**config.mk**
```make
export PLATFORM = sky130hd
export DESIGN_NAME = gmo_div_cell
export DESIGN_NICKNAME = d
export VERILOG_FILES = /design/src/design/gmo_pkg.sv /design/src/design/gmo_div_cell.sv
export SDC_FILE = /design/constraint.sdc
export NUM_CORES = 1
export LEC_CHECK = 0
export BUFFER_PORTS_ARGS = -buffer_cell sky130_fd_sc_hd__buf_2
export CORE_ASPECT_RATIO = 0.6
export CORE_MARGIN = 3
export CORE_UTILIZATION = 46
export CTS_CLUSTER_SIZE = 12
export DETAILED_ROUTE_END_ITERATION = 8
export PLACE_DENSITY_LB_ADDON = 0.15
export SYNTH_ARGS = -nofsm -noshare
export SYNTH_HDL_FRONTEND = slang
export SYNTH_SLANG_ARGS = --single-unit
```
**constraint.sdc**
```tcl
create_clock -name clk -period 0.8 [get_ports clk]
set_input_delay 0 -clock clk [delete_from_list [all_inputs] [get_ports clk]]
set_output_delay 0 -clock clk [all_outputs]
set_load 0.01 [all_outputs]
```
**src/design/gmo_pkg.sv**
```systemverilog
// shared types, constants and the arc-cosine table of the gradient magnitude block
package gmo_pkg;

	localparam int CHANNELS_DEF = 3;
	localparam int GW = 16;
	localparam int SUM_W = 32;
	localparam int ROOT_W = 16;
	localparam int QUO_W = 10;
	localparam int NUM_W = 26;
	localparam int ROM_SIZE = 2001;
	localparam int ROM_HALF = 1000;
	localparam int IDX_W = $clog2(ROM_SIZE);
	localparam int ANG_MAX = 51472;

	// side data that rides along with each pixel through the cells
	typedef struct packed {
		logic            vld;
		logic [GW-1:0]   ax;
		logic            pos;
		logic            fe;
	} side_t;

	typedef logic [15:0] rom_t [ROM_SIZE];

	function automatic rom_t build_rom();
		rom_t r;
		real x;
		for (int e = 0; e < ROM_SIZE; e++) begin
			x = real'(e - ROM_HALF) / 1000.0;
			r[e] = 16'($rtoi($acos(x) * 16384.0 + 0.5));
		end
		return r;
	endfunction

	localparam rom_t ACOS_ROM = build_rom();

endpackage

```
**src/design/gmo_div_cell.sv**
```systemverilog
// one quotient bit of the restoring divider chain
module gmo_div_cell #(
	parameter int BIT = 0
) (
	input  logic                        clk,
	input  logic                        arst_n,
	input  logic [gmo_pkg::NUM_W-1:0]   num_in,
	input  logic [gmo_pkg::ROOT_W-1:0]  den_in,
	input  logic [gmo_pkg::QUO_W-1:0]   quo_in,
	input  gmo_pkg::side_t              side_in,
	output logic [gmo_pkg::NUM_W-1:0]   num_out,
	output logic [gmo_pkg::ROOT_W-1:0]  den_out,
	output logic [gmo_pkg::QUO_W-1:0]   quo_out,
	output gmo_pkg::side_t              side_out
);

	logic [gmo_pkg::NUM_W-1:0] shifted;
	logic                      take;

	always_comb begin
		shifted = gmo_pkg::NUM_W'(den_in) << BIT;
		take = num_in >= shifted;
	end

	always_ff @(posedge clk or negedge arst_n) begin
		if (!arst_n) begin
			side_out.vld <= 1'b0;
		end else begin
			side_out <= side_in;
		end
	end

	always_ff @(posedge clk) begin
		den_out <= den_in;
		if (take) begin
			num_out <= num_in - shifted;
			quo_out <= quo_in | (gmo_pkg::QUO_W'(1) << BIT);
		end else begin
			num_out <= num_in;
			quo_out <= quo_in;
		end
	end

endmodule

```
==> metrics.md, run 1 <==
| Metric | Value |
|---|---|
| Outcome | aborted with a tool error |
| Last stage | global routing (5_1_grt) |
| First Err | [ERROR DPL-0038] Utilization greater than 100%, impossible to legalize |
| Largest net degree at the start of global routing | 20 |
| DIE HEIGHT | roughly 68 um |
| Num CTS Buffers | 9 |
| Area share of the largest cell type after synthesis | 35.5% |
| Top cells by area, synth | dfxtp_1 (35%), edfxtp_1 (18%), ha_1 (6.8%) |
| Dominant synthesized flop cell | dfxtp_1 |
| Grt repair worst endpoint | num_out[8]$_DFF_P_/D |
| Io pins | 144 |
| Syn Nets | 366 |
| YS warnings | 0 |
| Syn_area_per_cell | roughly 11 um2 |
| Post-synth EDFFs | 18 |
| Post-synth top area cell | dfxtp_1 |
| Clk buf depth | 2 |
| Starting density of the core | 50.1% |
| Post-Syn Instances | 276 |
| Worst endpoint type | sequential cell input |
| CTS H-tree lvls | 3 |
| Cell variety after synth | 48 |
| IO Port Bufs | ~140 |
| Post-DP HPWL | 7550 um |
| GPL Wtd Cong | between 0.9 and 1 |
| Clock sink count | 71 |
| Standard-cell rows | 21 |
| Post-Syn Area | 2940 um2 |
| Placed cell count | around 570 |
| Asr flop ratio synth | approximately 1.4% |
| Synth Register Bits | 71 |
| Register area share after synthesis | approximately 55% |
| Root buffer cell | clkbuf_8 |
| Die X-Extent | between 100 and 150 um |
==> cell usage after synthesis (all sizes together) (4+ instances only) <==
| library cell | number |
|---|---|
| a21oi | 23 |
| clkbuf | 6 |
| dfxtp | 52 |
| edfxtp | 18 |
| ha | 16 |
| inv | 21 |
| nand2 | 23 |
| nand2b | 4 |
| nand4 | 4 |
| nor2 | 12 |
| nor3 | 8 |
| nor4 | 4 |
| o21a | 4 |
| o21ai | 15 |
| o31ai | 6 |
| xnor2 | 7 |
| xor2 | 12 |
==> logic make-up after synthesis <==
| family | after synthesis | synth area share [%] |
|---|---|---|
| flops | 71 | 54.7 |
| compound gates | 70 | 15.5 |
| simple gates | 68 | 11.9 |
| buf+inv | 30 | 4.18 |
| xor+xnor | 19 | 5.67 |
| fa+ha+maj | 17 | 7.50 |
| mux | 1 | 0.511 |
==> repair_timing <==
| item | CTS |
|---|---|
| pin swaps | 18 |
| setup buffers | 3 |
| gates cloned | 1 |
| setup endpoints to repair | 61 |
| hold endpoints to repair | 66 |
| gates resized for setup | 57 |
| hold buffers | 64 |
==> stage by stage <==
stage	setup TNS [ns]	setup WS [ns]	cell area (um2)	utilization (%)	hold WS, ns
2_1_floorplan	-33.24	-1.39	2980	-	-0.296
3_3_place_gp	-36.77	-1.49	4360	74.5	0.103
3_5_place_dp	-37.80	-1.53	4360	74.5	0.104
4_1_cts	-28.37	-1.10	5440	92.9	-0.149
==> run 2, diff against run 1 <==
--- a/config.mk
+++ b/config.mk
@@ -6,10 +6,8 @@
 export NUM_CORES = 1
 export LEC_CHECK = 0
 export BUFFER_PORTS_ARGS = -buffer_cell sky130_fd_sc_hd__buf_2
-export CORE_ASPECT_RATIO = 0.6
 export CORE_MARGIN = 3
-export CORE_UTILIZATION = 46
-export CTS_CLUSTER_SIZE = 12
+export CORE_UTILIZATION = 40
 export DETAILED_ROUTE_END_ITERATION = 8
 export PLACE_DENSITY_LB_ADDON = 0.15
 export SYNTH_ARGS = -nofsm -noshare
==> run 2 against run 1 <==
  * Synthesized cell count unchanged
  * Area after synthesis is the same
  * The flow now finishes, with violations (hold timing, setup timing)
==> metrics.md, run 2 <==
| Metric | Value |
|---|---|
| Outcome | finished, violations left |
| Failing checks | hold timing, setup timing |
| Drt total wl | between 10000 and 15000 um |
| Final core utilization | between 80% and 90% |
| Share of cells above drive strength 1 | a little over half |
| Number of DRC markers in iteration 0 | around 140 |
| Routed length per instance | between 15 and 20 um |
| RSZ-0062 raised after global routing | yes |
| Max Fclk | roughly 520 MHz |
| Worst VDD drop | 1150 uV |
| Clock transition at path regs | around 0.080 ns |
| # DRC | 0 |
| DR pass1 iterations | 4 |
| Asr flop ratio synth | 1.41% (unchanged) |
| Core Region | just under 7000 um2 |
| Finished Cell Area | ~5700 um2 |
| First-pass GRT wire length | 15500 um |
| TritonCTS clock tree | yes |
| Post-synth top area cell | dfxtp_1 |
| Top-count cell post-synth | dfxtp_1 |
| Setup ws final | -1.13 ns |
| GR Util All Layers | 23.2% |
| Worst endpoint data arrival time | 2.16 ns |
| Multiplexer share of the synthesized area | 0.512% (unchanged) |
| Hold Vio Cnt, Final | 3 |
| Commonest cells in the netlist | dfxtp_1 (52), a21oi_1 (23), nand2_1 (23) |
| Register area share after synthesis | 54.7% (unchanged) |
| Lkg Pwr | 2.66 nW |
| Largest register FFs | 26 |
| Post-DP HPWL | 6430 um (-15%) |
| DIE HEIGHT | 91.7 um (+35%) |
| Most used cell, CP | buf_6 |
| Setup TNS | -30.22 ns |
| Filler-free cell count of the finished design | 670 |
| Top cells by area, synth | dfxtp_1 (35%), edfxtp_1 (18%), ha_1 (6.8%) |
| Worst min path class | in2reg |
| Syn_area_per_cell | 10.6 um2 (unchanged) |
| Area share of the largest cell type after synthesis | 35.5% (unchanged) |
| CTS H-tree lvls | 3 (unchanged) |
| Avg Vias per Cell | between 4 and 5 |
| Via count | approximately 3.2k |
| GPL Wtd Cong | 0.860 (-7.9%) |
| IO Port Bufs | 143 (unchanged) |
| Power Density | roughly 1700 nW/um2 |
| NumNets Final | about 660 |
| Reg with most FFs | num_out |
| CP required | just over 1 ns |
| Filler instances | between 400 and 500 |
| Antenna Violating Nets Remaining | 0 |
| Largest registers | num_out: 26 flops, side_out: 19 flops, den_out: 16 flops |
| Io pins | 144 (unchanged) |
| Global route total overflow | 0 |
| Most frequent cells in the layout | buf_2 (120), buf_4 (72), dlygate4sd3_1 (69), dfxtp_1 (33), buf_6 (26) |
| Largest net degree at the start of global routing | 20 |
| Placement Setup Slack | -1.52 ns (+0.0186 ns) |
| Placed Area | 4320 um2 (-0.98%) |
| Adder-cell share of the synthesized area | 7.50% (unchanged) |
| Synth Register Bits | 71 (unchanged) |
| Max-slew violations | 0 |
| Num CTS Buffers | 9 (unchanged) |
| Clk buf depth | 2 (unchanged) |
| Starting density of the core | 42.3% (-7.8 points) |
| Syn Nets | 366 (unchanged) |
| Max-cap violation count | 0 |
| Xor/xnor cell area share of the yosys netlist | 5.67% (unchanged) |
| Cell variety after synth | 48 (unchanged) |
| Compound-Gate Fraction of Synth Area | 15.5% (unchanged) |
| Standard-cell rows | 30 (+43%) |
| Startpoint Class | input port |
| Die ar. | 8400 um2 |
| Initial antenna violation count | 0 |
| Post-Syn Area | 2940 um2 (unchanged) |
| Die X-Extent | 91.7 um (-16%) |
| Vias in the first global route | between 3k and 4k |
| Critical path fanouts, max | 10 |
| YS warnings | 0 (unchanged) |
| Number of diodes | 0 |
| Final period util | 241% |
| Largest family of logic cells by synthesized area | compound AO/OA/AOI/OAI gates |
| Slowest stage cell on the critical path | or4_4 |
| Root buffer cell | clkbuf_8 |
| CTS Hold Bufs | 69 (+7.8%) |
| Post-Syn Instances | 276 (unchanged) |
| Power Total | roughly 10 mW |
| Worst setup path class | in2reg |
| Worst rel slew slack | 57.3% |
| Crit-path max cell delay | 0.53 ns |
| Dominant synthesized flop cell | dfxtp_1 |
| Placed cell count | 578 (+1.0%) |
| Post-Synth Simple-Gate Area | 11.9% (unchanged) |
| CP Capture Type | register |
| Worst Tran Pin Value | around 0.64 ns |
| Min Tclk post-route | 1.93 ns |
| Area Overhead vs Synth | 95.1% |
| Post-synth EDFFs | 18 (unchanged) |
| Min Hold Slack | -0.221 ns |
| Commonest non-fill, non-tap cell in the layout | buf_2 |
| Setup-failing EPs final | 49 |
| Clock sink count | 71 (unchanged) |
| Crit path cell chain | buf_6 -> or4_4 -> or4_4 -> a211o_1 -> buf_6 -> nor3_4 -> buf_6 -> buf_12 -> nand2_1 -> o31ai_1 |
[run 2: cell counts after synthesis]
No cell type changed its count.
[run 2: layout make-up]
class / instances / area [um2] / area share [%]
repair buffers: 291 / 2200 / 38.4
flip-flops and latches: 71 / 1630 / 28.5
multi-input cells: 175 / 1490 / 25.9
clock buffers: 11 / 153 / 2.66
well taps: 96 / 120 / 2.10
inverters: 21 / 78.8 / 1.38
clock inverters: 5 / 61.3 / 1.07
[run 2: final timing paths]
check / startpoint / endpoint / cells after the start
worst max-delay path: num_in[20] / num_out[3] / 10
worst min-delay path: den_in[0] / den_out[0] / 1
max in group asynchronous: arst_n / side_out[18] / 3
min in group asynchronous: arst_n / side_out[18] / 3
[run 2: cell families after synthesis]
logic type,count (synthesis)
and+or+nand+nor,68
AOI/OAI and AO/OA,70
muxes,1
adders and majority gates,17
xor gates and xnor gates,19
DFF,71
buffers and inverters,30
[run 2: worst max-delay path, delay by kind of cell]
family | cells | cell delay (ns)
buffers and inverters | 4 | 0.52
AO/OA/AOI/OAI | 2 | 0.42
AND/OR/NAND/NOR | 4 | 1.22
[run 2: report_power, final]
part	switching, mW	leakage (nW)	internal, mW
clock network	1.46	0.106	1.66
logic	1.20	1.93	1.48
registers	0.128	0.626	4.06
total	2.79	2.66	7.20
[run 2: metal layers]
metal,vias up,track usage [%],part of all wire [%]
li1,1569,-,-
met1,1517,28.0,39
met2,135,41.0,53
met3,17,5.33,6.3
met4,0,7.16,1.6
met5,-,0,0
[run 2: repair_timing]
item	CTS	global route
endpoints found under the hold margin	70	3
cloned	0	1
resized for setup	17	83
setup buffers	2	4
pin swaps	5	7
endpoints found under the setup margin	48	92
No activity file was read; power rests on OpenSTA's default activity.
==> run 3, diff against run 2 <==
==> constraint.sdc (replaced) <==
create_clock -name clk -period 2 [get_ports clk]
set_input_delay 0 -clock clk [delete_from_list [all_inputs] [get_ports clk]]
set_output_delay 0 -clock clk [all_outputs]
set_load 0.01 [all_outputs]
==> run 3 against run 2 <==
  * The run ends with setup timing left
  * Via count is 6.2% lower
  * Die area unchanged
  * Sequential share of layout area is 2.8 points higher
  * Combinational power is 67% lower
==> metrics.md, run 3 (synthesis results as in run 2) <==
| Metric | Value |
|---|---|
| TritonCTS clock tree | yes |
| Initial antenna violation count | 0 (unchanged) |
| Clock transition at path regs | 0.08 ns (about the same) |
| Root buffer cell | clkbuf_8 |
| Antenna Violating Nets Remaining | 0 (unchanged) |
| DR pass1 iterations | 4 (unchanged) |
| Min Tclk post-route | ~2 ns |
| Largest net degree at the start of global routing | 20 (unchanged) |
| Worst rel slew slack | 56.5% (-0.79 points) |
| Worst setup path class | in2reg |
| Max-cap violation count | 0 (unchanged) |
| Crit path cell chain | buf_6 -> or4_4 -> or4_4 -> a211o_1 -> or3_4 -> mux2_4 |
| Vias in the first global route | 3090 (-4.4%) |
| Worst endpoint data arrival time | 2.24 ns (+0.08 ns) |
| Worst min path class | in2reg |
| CP Capture Type | register |
| DIE HEIGHT | 91.7 um (unchanged) |
| Largest register FFs | 26 (unchanged) |
| Setup ws final | -0.000592 ns (+1.13 ns) |
| Most used cell, CP | or4_4 |
| Power Total | 3.66 mW (-63%) |
| Clk buf depth | 2 (unchanged) |
| Crit-path max cell delay | 0.53 ns (about the same) |
| Area Overhead vs Synth | 74.9% |
| First-pass GRT wire length | 14300 um (-8.1%) |
| Worst Tran Pin Value | 0.652 ns (+0.0131 ns) |
| GR Util All Layers | 21.3% (-2.0 points) |
| Lkg Pwr | 2.45 nW (-7.8%) |
| Avg Vias per Cell | 4.71 (-2.5%) |
| Standard-cell rows | 30 (unchanged) |
| Power Density | 713 nW/um2 (-59%) |
| Worst VDD drop | 381 uV (-67%) |
| Via count | 3038 (-6.2%) |
| Commonest non-fill, non-tap cell in the layout | buf_2 |
| Max-slew violations | 0 (unchanged) |
| CP bufs+invs | 1 (-3) |
| NumNets Final | 633 (-3.9%) |
| Global route total overflow | 0 (unchanged) |
| Min Hold Slack | 0.0152 ns (+0.236 ns) |
| Share of cells above drive strength 1 | 41.8% (-11 points) |
| Startpoint Class | input port |
| Num CTS Buffers | 9 (unchanged) |
| Most frequent cells in the layout | buf_2 (141), dlygate4sd3_1 (70), dfxtp_1 (52), buf_4 (49) |
| Reg with most FFs | num_out |
| Max Fclk | approximately 500 MHz |
| Slowest stage cell on the critical path | or4_4 |
| Placed cell count | 556 (-3.8%) |
| Die X-Extent | 91.7 um (unchanged) |
| Largest registers | num_out: 26 flops, side_out: 19 flops, den_out: 16 flops |
| # DRC | 0 (unchanged) |
| Critical path fanouts, max | 4 (-6) |
| Hold Vio Cnt, Final | 0 (-3) |
| Starting density of the core | 42.3% (unchanged) |
| Final period util | 100% |
| CP required | 2.24 ns (+1.21 ns) |
| Crit path max-delay family | simple AND/OR/NAND/NOR gates |
| Number of DRC markers in iteration 0 | 117 (-13%) |
| Die ar. | 8400 um2 (unchanged) |
| GPL Wtd Cong | 0.872 (+1.4%) |
| Routed length per instance | 14.2 um (-13%) |
| Filler-free cell count of the finished design | 645 (-3.7%) |
| Setup-failing EPs final | 1 (-98%) |
| Core Region | 6940 um2 (unchanged) |
| Outcome | finished, violations left |
| IO Port Bufs | 143 (unchanged) |
| Post-DP HPWL | 6290 um (-2.1%) |
| Clock sink count | 71 (unchanged) |
| Io pins | 144 (unchanged) |
| Failing checks | setup timing |
| Drt total wl | 9180 um (-16%) |
| CTS H-tree lvls | 3 (unchanged) |
-- run 3: changes by cell type in the layout (fill, tap and decap cells not counted), sizes merged --
cell and delta:
diode +1, buf -28, clkbuf -1, inv -3, dlymetal6s4s +1, dlygate4sd3 +1
clkinv +5, clkinvlp -1
-- run 3: final timing paths --
check / startpoint / endpoint / slack [ns] / cells past startpoint
worst max-delay path: num_in[19] / num_out[12] / -0.0006 / 6
worst min-delay path: den_in[0] / num_out[0] / 0.02 / 3
max in group asynchronous: arst_n / side_out[18] / 1.58 / 2
min in group asynchronous: arst_n / side_out[18] / 0.14 / 2
-- run 3: cell type report --
type                    count  area, um2
diodes                      1       2.50
clock buffers              10        128
clock inverters             6       62.6
fillers                   516       1810
inverters                  21       78.8
multi-input cells         175       1270
flip-flops and latches     71       1610
well taps                  96        120
repair buffers            265       1860
-- run 3: timing repair --
item	in CTS	in global routing
resized for setup	0	15
hold endpoints to repair	71	0
setup endpoints to repair	0	7
hold buffers	71	0
buffers inserted	0	1
-- run 3: power by group --
| group | switching (mW) | total (mW) | internal (mW) |
|---|---|---|---|
| logic | 0.424 | 0.897 | 0.472 |
| registers | 0.0363 | 1.65 | 1.62 |
| clock network | 0.538 | 1.11 | 0.574 |
-- run 3: metal layers --
metal | part of all wire [%] | up-vias | global-route usage (%)
li1 | - | 1518 | -
met1 | 41 | 1397 | 24.4
met2 | 51 | 111 | 37.1
met3 | 6.5 | 12 | 5.82
met4 | 1.4 | 0 | 8.79
met5 | 0 | - | 0
-- run 3: metrics by stage --
step | util [%] | setup TNS [ns] | worst slack, ns | instance area (um2)
after floorplan | - | -1.39 | -0.190 | 2970
after global placement | 59.7 | -4.72 | -0.289 | 4140
after detailed placement | 59.7 | -5.25 | -0.331 | 4140
after CTS | 72.6 | 0 | 0.00971 | 5040
after global routing | 73.9 | -0.0385 | -0.0124 | 5130
final | 73.9 | -0.000592 | -0.000592 | 5130
