--- config.mk ---
export PLATFORM = sky130hd
export DESIGN_NAME = gmo_sqrt_cell
export DESIGN_NICKNAME = d
export VERILOG_FILES = /design/src/design/gmo_pkg.sv /design/src/design/gmo_sqrt_cell.sv
export SDC_FILE = /design/constraint.sdc
export NUM_CORES = 1
export LEC_CHECK = 0
export BUFFER_PORTS_ARGS = -buffer_cell sky130_fd_sc_hd__buf_4
export CAP_MARGIN = 20
export CORE_UTILIZATION = 50
export DETAILED_ROUTE_END_ITERATION = 8
export PLACE_DENSITY_LB_ADDON = 0.25
export SLEW_MARGIN = 40
export SYNTH_ARGS = -nofsm -noshare
export SYNTH_HDL_FRONTEND = slang
export SYNTH_SLANG_ARGS = --single-unit
--- constraint.sdc ---
create_clock -name clk -period 0.8 [get_ports clk]
set_input_delay 0.04 -clock clk [delete_from_list [all_inputs] [get_ports clk]]
set_output_delay 0.04 -clock clk [all_outputs]
set_load 0.02 [all_outputs]
--- src/design/gmo_pkg.sv ---
// shared types, constants and the arc-cosine table of the gradient magnitude block
package gmo_pkg;

	localparam int CHANNELS_DEF = 3;
	localparam int GW = 16;
	localparam int SUM_W = 32;
	localparam int ROOT_W = 16;
	localparam int QUO_W = 10;
	localparam int NUM_W = 26;
	localparam int ROM_SIZE = 2001;
	localparam int ROM_HALF = 1000;
	localparam int IDX_W = $clog2(ROM_SIZE);
	localparam int ANG_MAX = 51472;

	// side data that rides along with each pixel through the cells
	typedef struct packed {
		logic            vld;
		logic [GW-1:0]   ax;
		logic            pos;
		logic            fe;
	} side_t;

	typedef logic [15:0] rom_t [ROM_SIZE];

	function automatic rom_t build_rom();
		rom_t r;
		real x;
		for (int e = 0; e < ROM_SIZE; e++) begin
			x = real'(e - ROM_HALF) / 1000.0;
			r[e] = 16'($rtoi($acos(x) * 16384.0 + 0.5));
		end
		return r;
	endfunction

	localparam rom_t ACOS_ROM = build_rom();

endpackage

--- src/design/gmo_sqrt_cell.sv ---
// one bit of the restoring square root chain
module gmo_sqrt_cell #(
	parameter int BIT = 0
) (
	input  logic                        clk,
	input  logic                        arst_n,
	input  logic [gmo_pkg::SUM_W-1:0]   rem_in,
	input  logic [gmo_pkg::ROOT_W-1:0]  root_in,
	input  gmo_pkg::side_t              side_in,
	output logic [gmo_pkg::SUM_W-1:0]   rem_out,
	output logic [gmo_pkg::ROOT_W-1:0]  root_out,
	output gmo_pkg::side_t              side_out
);

	logic [gmo_pkg::SUM_W+1:0] trial;
	logic [gmo_pkg::SUM_W+1:0] rem_ext;
	logic                      take;

	always_comb begin
		// (root + 2^b)^2 - root^2 = root*2^(b+1) + 2^(2b)
		trial = ((gmo_pkg::SUM_W+2)'(root_in) << (BIT + 1))
			+ ((gmo_pkg::SUM_W+2)'(1) << (2 * BIT));
		rem_ext = (gmo_pkg::SUM_W+2)'(rem_in);
		take = rem_ext >= trial;
	end

	always_ff @(posedge clk or negedge arst_n) begin
		if (!arst_n) begin
			side_out.vld <= 1'b0;
		end else begin
			side_out <= side_in;
		end
	end

	always_ff @(posedge clk) begin
		if (take) begin
			rem_out  <= gmo_pkg::SUM_W'(rem_ext - trial);
			root_out <= root_in | (gmo_pkg::ROOT_W'(1) << BIT);
		end else begin
			rem_out  <= rem_in;
			root_out <= root_in;
		end
	end

endmodule

==> results of run 1 <==
-- cells in the mapped netlist (2+ instances only) --
cell type	instances
or2_2	2
or4_1	7
inv_1	20
nor3_1	6
and3_1	3
nand3b_1	2
ha_1	17
buf_4	2
nand3_1	4
nor2_1	5
nand4b_1	2
a211o_1	3
nand2b_1	2
dfxtp_1	48
o21a_1	3
nand2_1	29
xor2_1	20
o21ai_0	22
a21oi_1	17
mux2_2	2
or3_1	3
edfxtp_1	18
nor3b_1	2
and2_1	2
xnor2_1	8
a21o_1	5
nor4_1	5
-- per-stage QoR --
| stage | util (%) | instances | hold WS [ns] |
|---|---|---|---|
| detailed placement | 86.18 | 555 | -0.08025 |
| global placement | 86.18 | 555 | -0.08840 |
| floorplan | - | 282 | -0.2556 |
-- cells by family after synthesis --
| family | count (synthesis) |
|---|---|
| simple gates | 82 |
| flops | 67 |
| compound gates | 62 |
| xor+xnor | 28 |
| buf+inv | 23 |
| fa+ha+maj | 18 |
| mux | 2 |
==> results by group, run 1 <==
CTS
  – CTS buffer count: 9
  – CTS Root Cell: clkbuf_8
  – Hold_buf cts: around 60
  – # Post-CTS Setup Buffers: 16
  – H-tree levels: 3
  – Num Clock Sinks: between 60 and 70
  – Post-CTS Resized: about 210
  – Clock Path Buffers: 2

Synth
  – Synth Cell Area: between 3000 and 4000 sq um
  – Avg Cell Area, Syn: 10.64 sq um
  – Largest family of logic cells by synthesized area: simple AND/OR/NAND/NOR gates
  – Synth top area share: between 30% and 40%
  – Area leader, netlist: dfxtp_1
  – Largest cells by area after synthesis: dfxtp_1 (32%), edfxtp_1 (18%), ha_1 (7.1%)
  – Post-synth cell types: 50
  – Mapped Nets: about 370
  – Post-synthesis compound-gate area fraction: between 10% and 20%
  – Post-synthesis mux area share: less than 1%
  – Post-synth EDFFs: 18
  – Async SR Flop Fraction: 1.493%
  – Seq/Total Area, Yosys: about half
  – Synth Flop Type: dfxtp_1
  – Mapped Cells: about 280
  – Ys Warns: 0
  – Post-synthesis simple-gate area fraction: around 16%
  – Synth Area in XOR/XNOR: 8.173%
  – Synth Area in Adders: 7.756%
  – FF+latch count, synth: between 60 and 70

Die
  – Ports: around 140
  – Die Wd: slightly below 80 um
  – Die H: a little under 80 um
  – Row Count: 27
  – Initial core utilization: 53.18%

Placement
  – HPWL after DPL: 7611 um
  – IO buf count: around 140
  – Pre-CTS setup slack: -1.621 ns
  – Placer Congestion: around 0.85
  – Placement Cell Area: between 4000 and 5000 sq um

Outcome
  – Exit stage: clock tree synthesis (4_1_cts)
  – Error: [ERROR DPL-0038] Utilization greater than 100%, impossible to legalize
  – Status: did not finish
==> run 2: changes to the inputs <==
- CORE_UTILIZATION: 50 -> 40
- PLACE_DENSITY_LB_ADDON: 0.25 -> 0.15
==> results by group, run 2 <==
Placement
  – Placement Cell Area: around 4900 sq um
  – Placer Congestion: 0.8167
  – HPWL after DPL: slightly above 6000 um
  – Placed Cells: 582
  – IO buf count: roughly 140

Routing
  – Initial DRC count: roughly 420
  – ANT nets after route: 0
  – Vias/cell: between 5 and 6
  – DRC: 0
  – Vias: ~4k
  – Pre-antenna DRT Iters: 5
  – WL per Instance: 26.45 um
  – Total wire length: 18280 um

GRT
  – Initial antenna violation count: 0
  – Total grt overflow: 0
  – Global-route wire length before repair: 18890 um
  – Largest net degree at the start of global routing: 20
  – Vias in the first global route: around 3.7k
  – GRT Resource Usage Total: about 33%

Setup path
  – Crit Path Class: in -> reg
  – CP max-delay cell: or4_4
  – Crit. End Element: flop
  – Buf/Inv on CP: 4
  – Worst-path cell chain: buf_4 > inv_1 > ha_1 > nand4b_1 > or4_4 > nand3_4 > o21bai_4 > buf_12 > buf_6 > nor4_4 > xor2_1
  – Worst path required time: about 1.1 ns
  – Largest fanout on the critical path: 4
  – Worst Setup Start Kind: primary input
  – Delay-heaviest family, CP: simple AND/OR/NAND/NOR gates
  – CP max stage delay: 0.65 ns
  – Worst path arrival time: between 2 and 2.5 ns

Layout
  – FF+latch area: ~1600 sq um
  – Leading cell type in the layout, fill and taps excluded: buf_4
  – Fin area: ~7000 sq um
  – Layout cells sized above 1: between 60% and 70%
  – Largest register FFs: 32
  – Commonest non-fill, non-tap cells in the layout: buf_4 (136), buf_6 (83), dlygate4sd3_1 (66)
  – Multi-input logic area: between 1500 and 2000 sq um
  – Largest Register: rem_out
  – Largest regs: rem_out (32), side_out (19), root_out (16)
  – Fill cells: 190
  – NumNets Final: slightly below 700
  – Fin cells: approximately 700
  – Area grow syn2layout: 127.2%

Synth
  – Post-synth EDFFs: 18
  – FF+latch count, synth: 67
  – Post-synth cell types: 50
  – Top-count cell post-synth: dfxtp_1
  – Seq/Total Area, Yosys: between 50 and 60%
  – Ys Warns: 0
  – Async SR Flop Fraction: under 10%
  – Synth Flop Type: dfxtp_1
  – Largest cells by area after synthesis: dfxtp_1 (32%), edfxtp_1 (18%), ha_1 (7.1%)
  – Synth top area share: roughly 32%
  – Synth top cells by count: dfxtp_1 (48), nand2_1 (29), o21ai_0 (22)
  – Synth Cell Area: between 3000 and 4000 sq um
  – Mapped Cells: between 200 and 300
  – Area leader, netlist: dfxtp_1
  – Mapped Nets: ~370
  – Avg Cell Area, Syn: roughly 11 sq um

Hold path
  – Hold wc startpoint: rem_in[24]
  – Worst hold path class: in -> reg
  – Hold Path Depth: 3
  – Hold Path End: rem_out[24]

Power
  – Leak: approximately 3 nW
  – Power density over the cells: 1763 nW/um^2
  – Max IR drop VDD: around 1.1 mV
  – Total power: between 10 and 15 mW

Flow run
  – Max-cap violations: 0

Timing
  – Final Worst Setup Slack: -1.359 ns
  – Worst Tran Pin Value: approximately 0.7 ns
  – Unrepaired setup endpoints after global routing: true
  – Fmax: 463.2 MHz
  – Max-slew violation count: 0
  – Setup TNS: -44.56 ns
  – Setup-failing EPs final: 100
  – Fin Hold WS: around 0.024 ns
  – Fin crit period: 2.159 ns
  – Slew headroom: 52.40%
  – Final Cycle Share: 269.9%
  – Final Hold Vio Count: 0

CTS
  – CTS buffer count: 9
  – CTS Root Cell: clkbuf_8
  – CTS clk-pin slew, worst paths: ~0.09 ns
  – Clock Path Buffers: 2
  – TritonCTS clock tree: yes
  – Num Clock Sinks: between 60 and 70
  – H-tree levels: 3

Die
  – Initial core utilization: 41.37%
  – Die H: 88.61 um
  – Ports: about 140
  – Core Region: ~7300 sq um
  – Die Wd: roughly 90 um
  – Die footprint: around 7900 sq um
  – Row Count: 31

Outcome
  – Failing checks: setup timing
  – Status: finished, violations left
-- run 2: cell counts after synthesis --
No cell type changed its count.
-- run 2: how the worst max path moves through the flow --
stage               depth (start not counted)          end         from
detailed placement                          8  rem_out[22]   rem_in[26]
CTS                                         8  rem_out[22]   rem_in[22]
floorplan                                   7  rem_out[22]   rem_in[22]
finish                                     11  rem_out[25]  root_in[15]
global route                               13  rem_out[25]   root_in[9]
global placement                           10  rem_out[30]  root_in[10]
-- run 2: cell type report --
type                       count  share of cell area (%)
sequential                    67                   23.27
clock inverter                 7                   1.817
inverter                      20                   1.358
tap                           99                   1.817
antenna                        1                 0.03670
clock buffer                   9                   1.817
multi-input combinational    193                   28.79
timing repair buffer         295                   41.09
-- run 2: worst min-delay path, cell delays in order --
cell and delay (ns):
buf_4 0.09, buf_4 0.14, xor2_1 0.07
-- run 2: logic make-up (layout without fill, tap and decap cells) --
group,after synthesis,count (layout),synth area share [%]
AND/OR/NAND/NOR,82,83,15.72
flip-flops,67,67,50.88
adder cells (fa/ha/maj),18,18,7.756
multiplexers,2,2,0.7506
AO/OA/AOI/OAI,62,62,13.55
XOR/XNOR,28,28,8.174
other,0,1,0
buffers and inverters,23,331,3.169
-- run 2: repair_timing --
action	4_1_cts	5_1_grt
resized for setup	158	75
buffers inserted	12	14
pin swaps	26	23
hold buffers	65	1
endpoints found under the hold margin	66	1
gates cloned	1	2
setup endpoints to repair	100	100
-- run 2: power breakdown --
part	leakage [nW]	switching (mW)	internal, mW
clock	0.120	1.69	2.10
sequential	0.592	0.219	3.90
combinational	2.28	2.00	2.11
-- run 2: per-stage QoR --
stage          worst slack [ns]  utilization [%]
2_1_floorplan            -1.307                -
3_3_place_gp             -1.507            67.67
3_5_place_dp             -1.547            67.67
4_1_cts                  -1.101            88.15
5_1_grt                  -1.352            93.96
6_report                 -1.359            94.00
-- run 2: per-layer routing --
metal  vias up  part of all wire, %  track usage [%]  wire (um)
met3       150                   11            9.049       1949
met2       395                   47            60.49       8675
met5         -                    0                0          0
met1      1943                   33            34.64       6090
met4         0                  8.6            18.62       1564
li1       1619                    -                -          -
Power figures use the tool's default switching activity.
==> run 3: changes to the inputs <==
- SLEW_MARGIN: 40 -> 10
- clock period: 0.8 -> 2.6 ns (I/O delays scaled with it)
==> results by group, run 3 (synthesis results as in run 2) <==
Layout
  – Largest Register: rem_out
  – Largest register FFs: 32
  – Ant. Diodes: 0
  – FF+latch area: 1526 sq um
  – NumNets Final: about 580
  – Layout cells sized above 1: between 30% and 40%
  – Leading cell type in the layout, fill and taps excluded: buf_4
  – Fill cells: 559
  – Largest regs: rem_out (32), side_out (19), root_out (16)
  – Area grow syn2layout: 68.35%
  – Multi-input logic area: 1440 sq um
  – Fin area: about 5100 sq um
  – Commonest non-fill, non-tap cells in the layout: buf_4 (143), dlygate4sd3_1 (61), dfxtp_1 (48)

Timing
  – Fmax: just under 400 MHz
  – Unrepaired setup endpoints after global routing: true
  – Final Hold Vio Count: 0
  – Setup-failing EPs final: 0
  – Fin crit period: 2.541 ns
  – Slew headroom: between 70% and 80%
  – Final Cycle Share: between 90% and 100%
  – Setup TNS: 0 ns
  – Max-slew violation count: 0
  – Worst Tran Pin Value: approximately 0.40 ns

GRT
  – Vias in the first global route: roughly 2.7k
  – Grt peak-use layer: met2
  – Initial antenna violation count: 0
  – Total grt overflow: 0
  – GRT Resource Usage Total: around a fifth
  – GRT met2 Usage: a little under two fifths
  – GRT met1 Usage: between 20% and 30%
  – Largest net degree at the start of global routing: 20
  – Global-route wire length before repair: 12160 um
  – Met3 usage: 5.690%

Placement
  – Placement Cell Area: about 4200 sq um
  – HPWL after DPL: approximately 5500 um
  – Placer Congestion: roughly 0.78
  – IO buf count: ~140

Setup path
  – Crit. Startpoint: rem_in[25]
  – Worst Setup Start Kind: primary input
  – CP endpoint: rem_out[22]
  – Worst path required time: approximately 2.8 ns
  – Crit. End Element: flop
  – Largest fanout on the critical path: 6
  – Crit Path Class: in -> reg
  – Worst path arrival time: ~2.8 ns

Die
  – Die footprint: between 7000 and 8000 sq um
  – Row Count: 31
  – Die Wd: roughly 89 um
  – Ports: 136
  – Die H: 88.61 um
  – Initial core utilization: roughly two fifths
  – Core Region: 7253 sq um

Flow run
  – Max-cap violations: 0

CTS
  – H-tree levels: 3
  – CTS Root Cell: clkbuf_8
  – Num Clock Sinks: 67
  – Clock Path Buffers: 2
  – CTS clk-pin slew, worst paths: about 0.08 ns
  – CTS buffer count: 9
  – TritonCTS clock tree: yes

Power
  – Sw frac: 30.52%
  – Sequential share of power: 43.7%
  – Combinational share of power: ~28%
  – Power density over the cells: around 550 nW/um^2
  – Leak: around 2.3 nW
  – Sw power: 843.7 uW
  – Max IR drop VDD: roughly 0.32 mV
  – Int Pwr: between 1.5 and 2 mW
  – Clock share of power: between 20% and 30%

Hold path
  – Worst hold path class: in -> reg

Routing
  – ANT nets after route: 0
  – Vias: between 2k and 3k
  – Initial DRC count: 49
  – Pre-antenna DRT Iters: 4
  – Vias/cell: approximately 4.8
  – DRC: 0
  – Total wire length: a little over 8000 um
  – WL per Instance: 13.47 um

Outcome
  – Status: finished, final reports clean
[run 3: cell count changes in the layout (fill, tap and decap cells not counted), sizes merged]
cell	change
dlygate4sd3	-5
buf	-84
clkinvlp	+3
inv	-1
diode	-1
dlymetal6s4s	+1
clkinv	+1
clkbuf	-1
bufinv	-3
[run 3: how the worst min path moves through the flow]
stage	end	cells past startpoint	startpoint	slack [ns]
global route	rem_out[15]	2	rem_in[15]	0.02
detailed placement	side_out[18]	1	arst_n	0.009
CTS	rem_out[15]	2	rem_in[15]	0.008
global placement	side_out[18]	1	arst_n	0.004
floorplan	side_out[18]	0	arst_n	-0.17
finish	rem_out[15]	2	rem_in[15]	0.03
[run 3: power by group through the flow]
stage / Combinational (mW) / Clock, mW / Sequential [mW]
final: 0.785 / 0.771 / 1.21
after global routing: 0.853 / 0.838 / 1.22
after CTS: 0.775 / 0.800 / 1.21
after detailed placement: 0.698 / 0 / 1.23
after global placement: 0.691 / 0 / 1.23
after floorplan: 0.226 / 0 / 1.37
[run 3: final cells by class]
type                       instances  area share (%)
sequential                        67           30.22
inverter                          20           1.486
tap                               99           2.452
multi-input combinational        193           28.51
clock inverter                     7           1.065
clock buffer                       9           2.452
timing repair buffer             206           33.81
[run 3: through the flow]
| stage | hold WS (ns) | power, mW | util (%) | instances | setup slack, ns |
|---|---|---|---|---|---|
| after CTS | 0.007730 | 2.785 | 68.60 | 599 | 0.009607 |
| final | 0.02818 | 2.765 | 69.64 | 601 | 0.05928 |
| after global routing | 0.01711 | 2.910 | 69.64 | 601 | -0.004135 |
| after global placement | 0.004258 | 1.924 | 57.60 | 521 | 0.1417 |
| after floorplan | -0.1656 | 1.599 | - | 282 | 0.3261 |
| after detailed placement | 0.008748 | 1.931 | 57.60 | 521 | 0.06120 |
[run 3: worst max-delay path, stage by stage]
cell	delay [ns]
dlygate4sd3_1	0.54
buf_4	0.15
or4_4	0.43
or4_4	0.47
nor4_4	0.20
nand3_2	0.21
nor2_4	0.28
and4b_1	0.24
xor2_1	0.13
[run 3: metal layers]
metal	up-vias	part of all wire, %
met2	96	50
li1	1435	-
met3	6	6.0
met4	0	0.94
met1	1321	43
met5	-	0
[run 3: repair_timing]
action | 4_1_cts | 5_1_grt
gates resized for setup | 0 | 13
endpoints found under the setup margin | 0 | 25
hold endpoints to repair | 62 | 0
hold buffers | 62 | 0
buffers inserted | 0 | 2
==> run 4: changes to the inputs <==
- CTS_CLUSTER_DIAMETER: default -> 120
- clock period: 2.6 -> 2.2 ns (I/O delays scaled with it)
==> results by group, run 4 (synthesis results as in run 2) <==
Outcome
  – Status: finished, final reports clean

Hold path
  – Worst hold path class: in -> reg
  – Hold wc startpoint: root_in[0]
  – Hold Path End: root_out[0]
  – Hold Path Depth: 3

Layout
  – Largest Register: rem_out
  – Commonest non-fill, non-tap cells in the layout: buf_4 (180), dlygate4sd3_1 (57), dfxtp_1 (48)
  – Layout cells sized above 1: ~40%
  – Leading cell type in the layout, fill and taps excluded: buf_4
  – Fill cells: about 550
  – Fin area: between 5000 and 6000 sq um
  – Area grow syn2layout: 75.90%
  – Ant. Diodes: 0
  – Core Util, Final: slightly above 70%
  – NumNets Final: about 620
  – Largest register FFs: 32
  – Largest regs: rem_out (32), side_out (19), root_out (16)
  – Fin cells: ~630

Power
  – Max IR drop VDD: between 0.3 and 0.4 mV
  – Leak: approximately 2.5 nW
  – Power density over the cells: about 650 nW/um^2
  – Total power: 3.438 mW

Timing
  – Worst Tran Pin Value: roughly 0.37 ns
  – Fmax: ~470 MHz
  – Unrepaired setup endpoints after global routing: true
  – Max-slew violation count: 0
  – Slew headroom: 75.18%
  – Final Hold Vio Count: 0
  – Setup TNS: 0 ns
  – Fin crit period: approximately 2.1 ns
  – Setup-failing EPs final: 0
  – Final Cycle Share: roughly 97%
  – Fin Hold WS: between 0.015 and 0.02 ns
  – Final Worst Setup Slack: 0.06672 ns

Routing
  – Vias/cell: about 4.6
  – ANT nets after route: 0
  – Total wire length: around 8000 um
  – WL per Instance: between 10 and 15 um
  – Vias: just under 3k
  – Pre-antenna DRT Iters: 4
  – DRC: 0
  – Initial DRC count: 51

CTS
  – Num Clock Sinks: 67
  – # Post-CTS Setup Buffers: 0
  – CTS clk-pin slew, worst paths: around 0.07 ns
  – H-tree levels: 3
  – CTS Root Cell: clkbuf_8
  – CTS buffer count: 9
  – TritonCTS clock tree: yes
  – Clock Path Buffers: 2

Placement
  – Pre-CTS setup slack: -0.2527 ns
  – Placer Congestion: 0.7938
  – Placement Cell Area: between 4000 and 5000 sq um
  – Placed Cells: 560
  – IO buf count: 135
  – HPWL after DPL: 5562 um

Flow run
  – Max-cap violations: 0

Die
  – Core Region: around 7300 sq um
  – Row Count: 31
  – Ports: around 140
  – Die Wd: approximately 89 um
  – Die H: 88.61 um
  – Die footprint: 7851 sq um
  – Initial core utilization: between 40% and 50%

Setup path
  – Crit. End Element: flop
  – Largest fanout on the critical path: 8
  – Worst path required time: approximately 2.5 ns
  – Crit Path Class: in -> reg
  – Worst Setup Start Kind: primary input
  – Worst path arrival time: roughly 2.4 ns

GRT
  – GRT Resource Usage Total: around a fifth
  – Vias in the first global route: a little under 3k
  – Total grt overflow: 0
  – Global-route wire length before repair: between 10000 and 15000 um
  – Largest net degree at the start of global routing: 21
  – Initial antenna violation count: 0
run 4: final cells by class:
| type | count | area (sq um) | area share [%] |
|---|---|---|---|
| Sequential cell | 67 | 1526 | 28.92 |
| Inverter | 20 | 75.07 | 1.422 |
| Clock buffer | 9 | 123.9 | 2.347 |
| Clock inverter | 7 | 76.32 | 1.446 |
| Timing Repair Buffer | 239 | 1953 | 37.01 |
| Multi-Input combinational cell | 192 | 1399 | 26.51 |
| Tap cell | 99 | 123.9 | 2.347 |
run 4: repair_timing:
action,CTS,global route
resized for setup,0,6
hold endpoints to repair,57,0
hold buffers,57,0
endpoints found under the setup margin,0,24
run 4: report_power, final:
| part | total, mW | leakage [nW] | internal, mW | switching [mW] |
|---|---|---|---|---|
| clock | 1.02 | 0.0920 | 0.528 | 0.496 |
| sequential | 1.43 | 0.593 | 1.40 | 0.0364 |
| combinational | 0.982 | 1.77 | 0.514 | 0.468 |
run 4: worst max-delay path: stages:
cell	delay, ns
buf_4	0.11
ha_1	0.34
nand3_1	0.11
or4_1	0.48
o311a_1	0.17
a211oi_4	0.36
o21bai_2	0.21
nor4_1	0.34
xor2_1	0.17
run 4: routing by layer:
metal	global-route usage (%)	share of wire (%)	vias to the layer above
met5	0	0	-
met4	5.718	0.79	0
met3	4.944	4.9	6
met2	39.16	52	82
met1	22.43	42	1338
li1	-	-	1494
run 4: worst max path at each step:
stage | startpoint | to | slack [ns] | cells past startpoint
global route | root_in[8] | rem_out[31] | -0.09 | 10
global placement | rem_in[9] | rem_out[25] | -0.19 | 9
finish | rem_in[9] | rem_out[31] | 0.07 | 9
floorplan | root_in[0] | rem_out[29] | -0.03 | 9
CTS | rem_in[30] | rem_out[11] | 0.009 | 8
detailed placement | rem_in[9] | rem_out[31] | -0.25 | 9
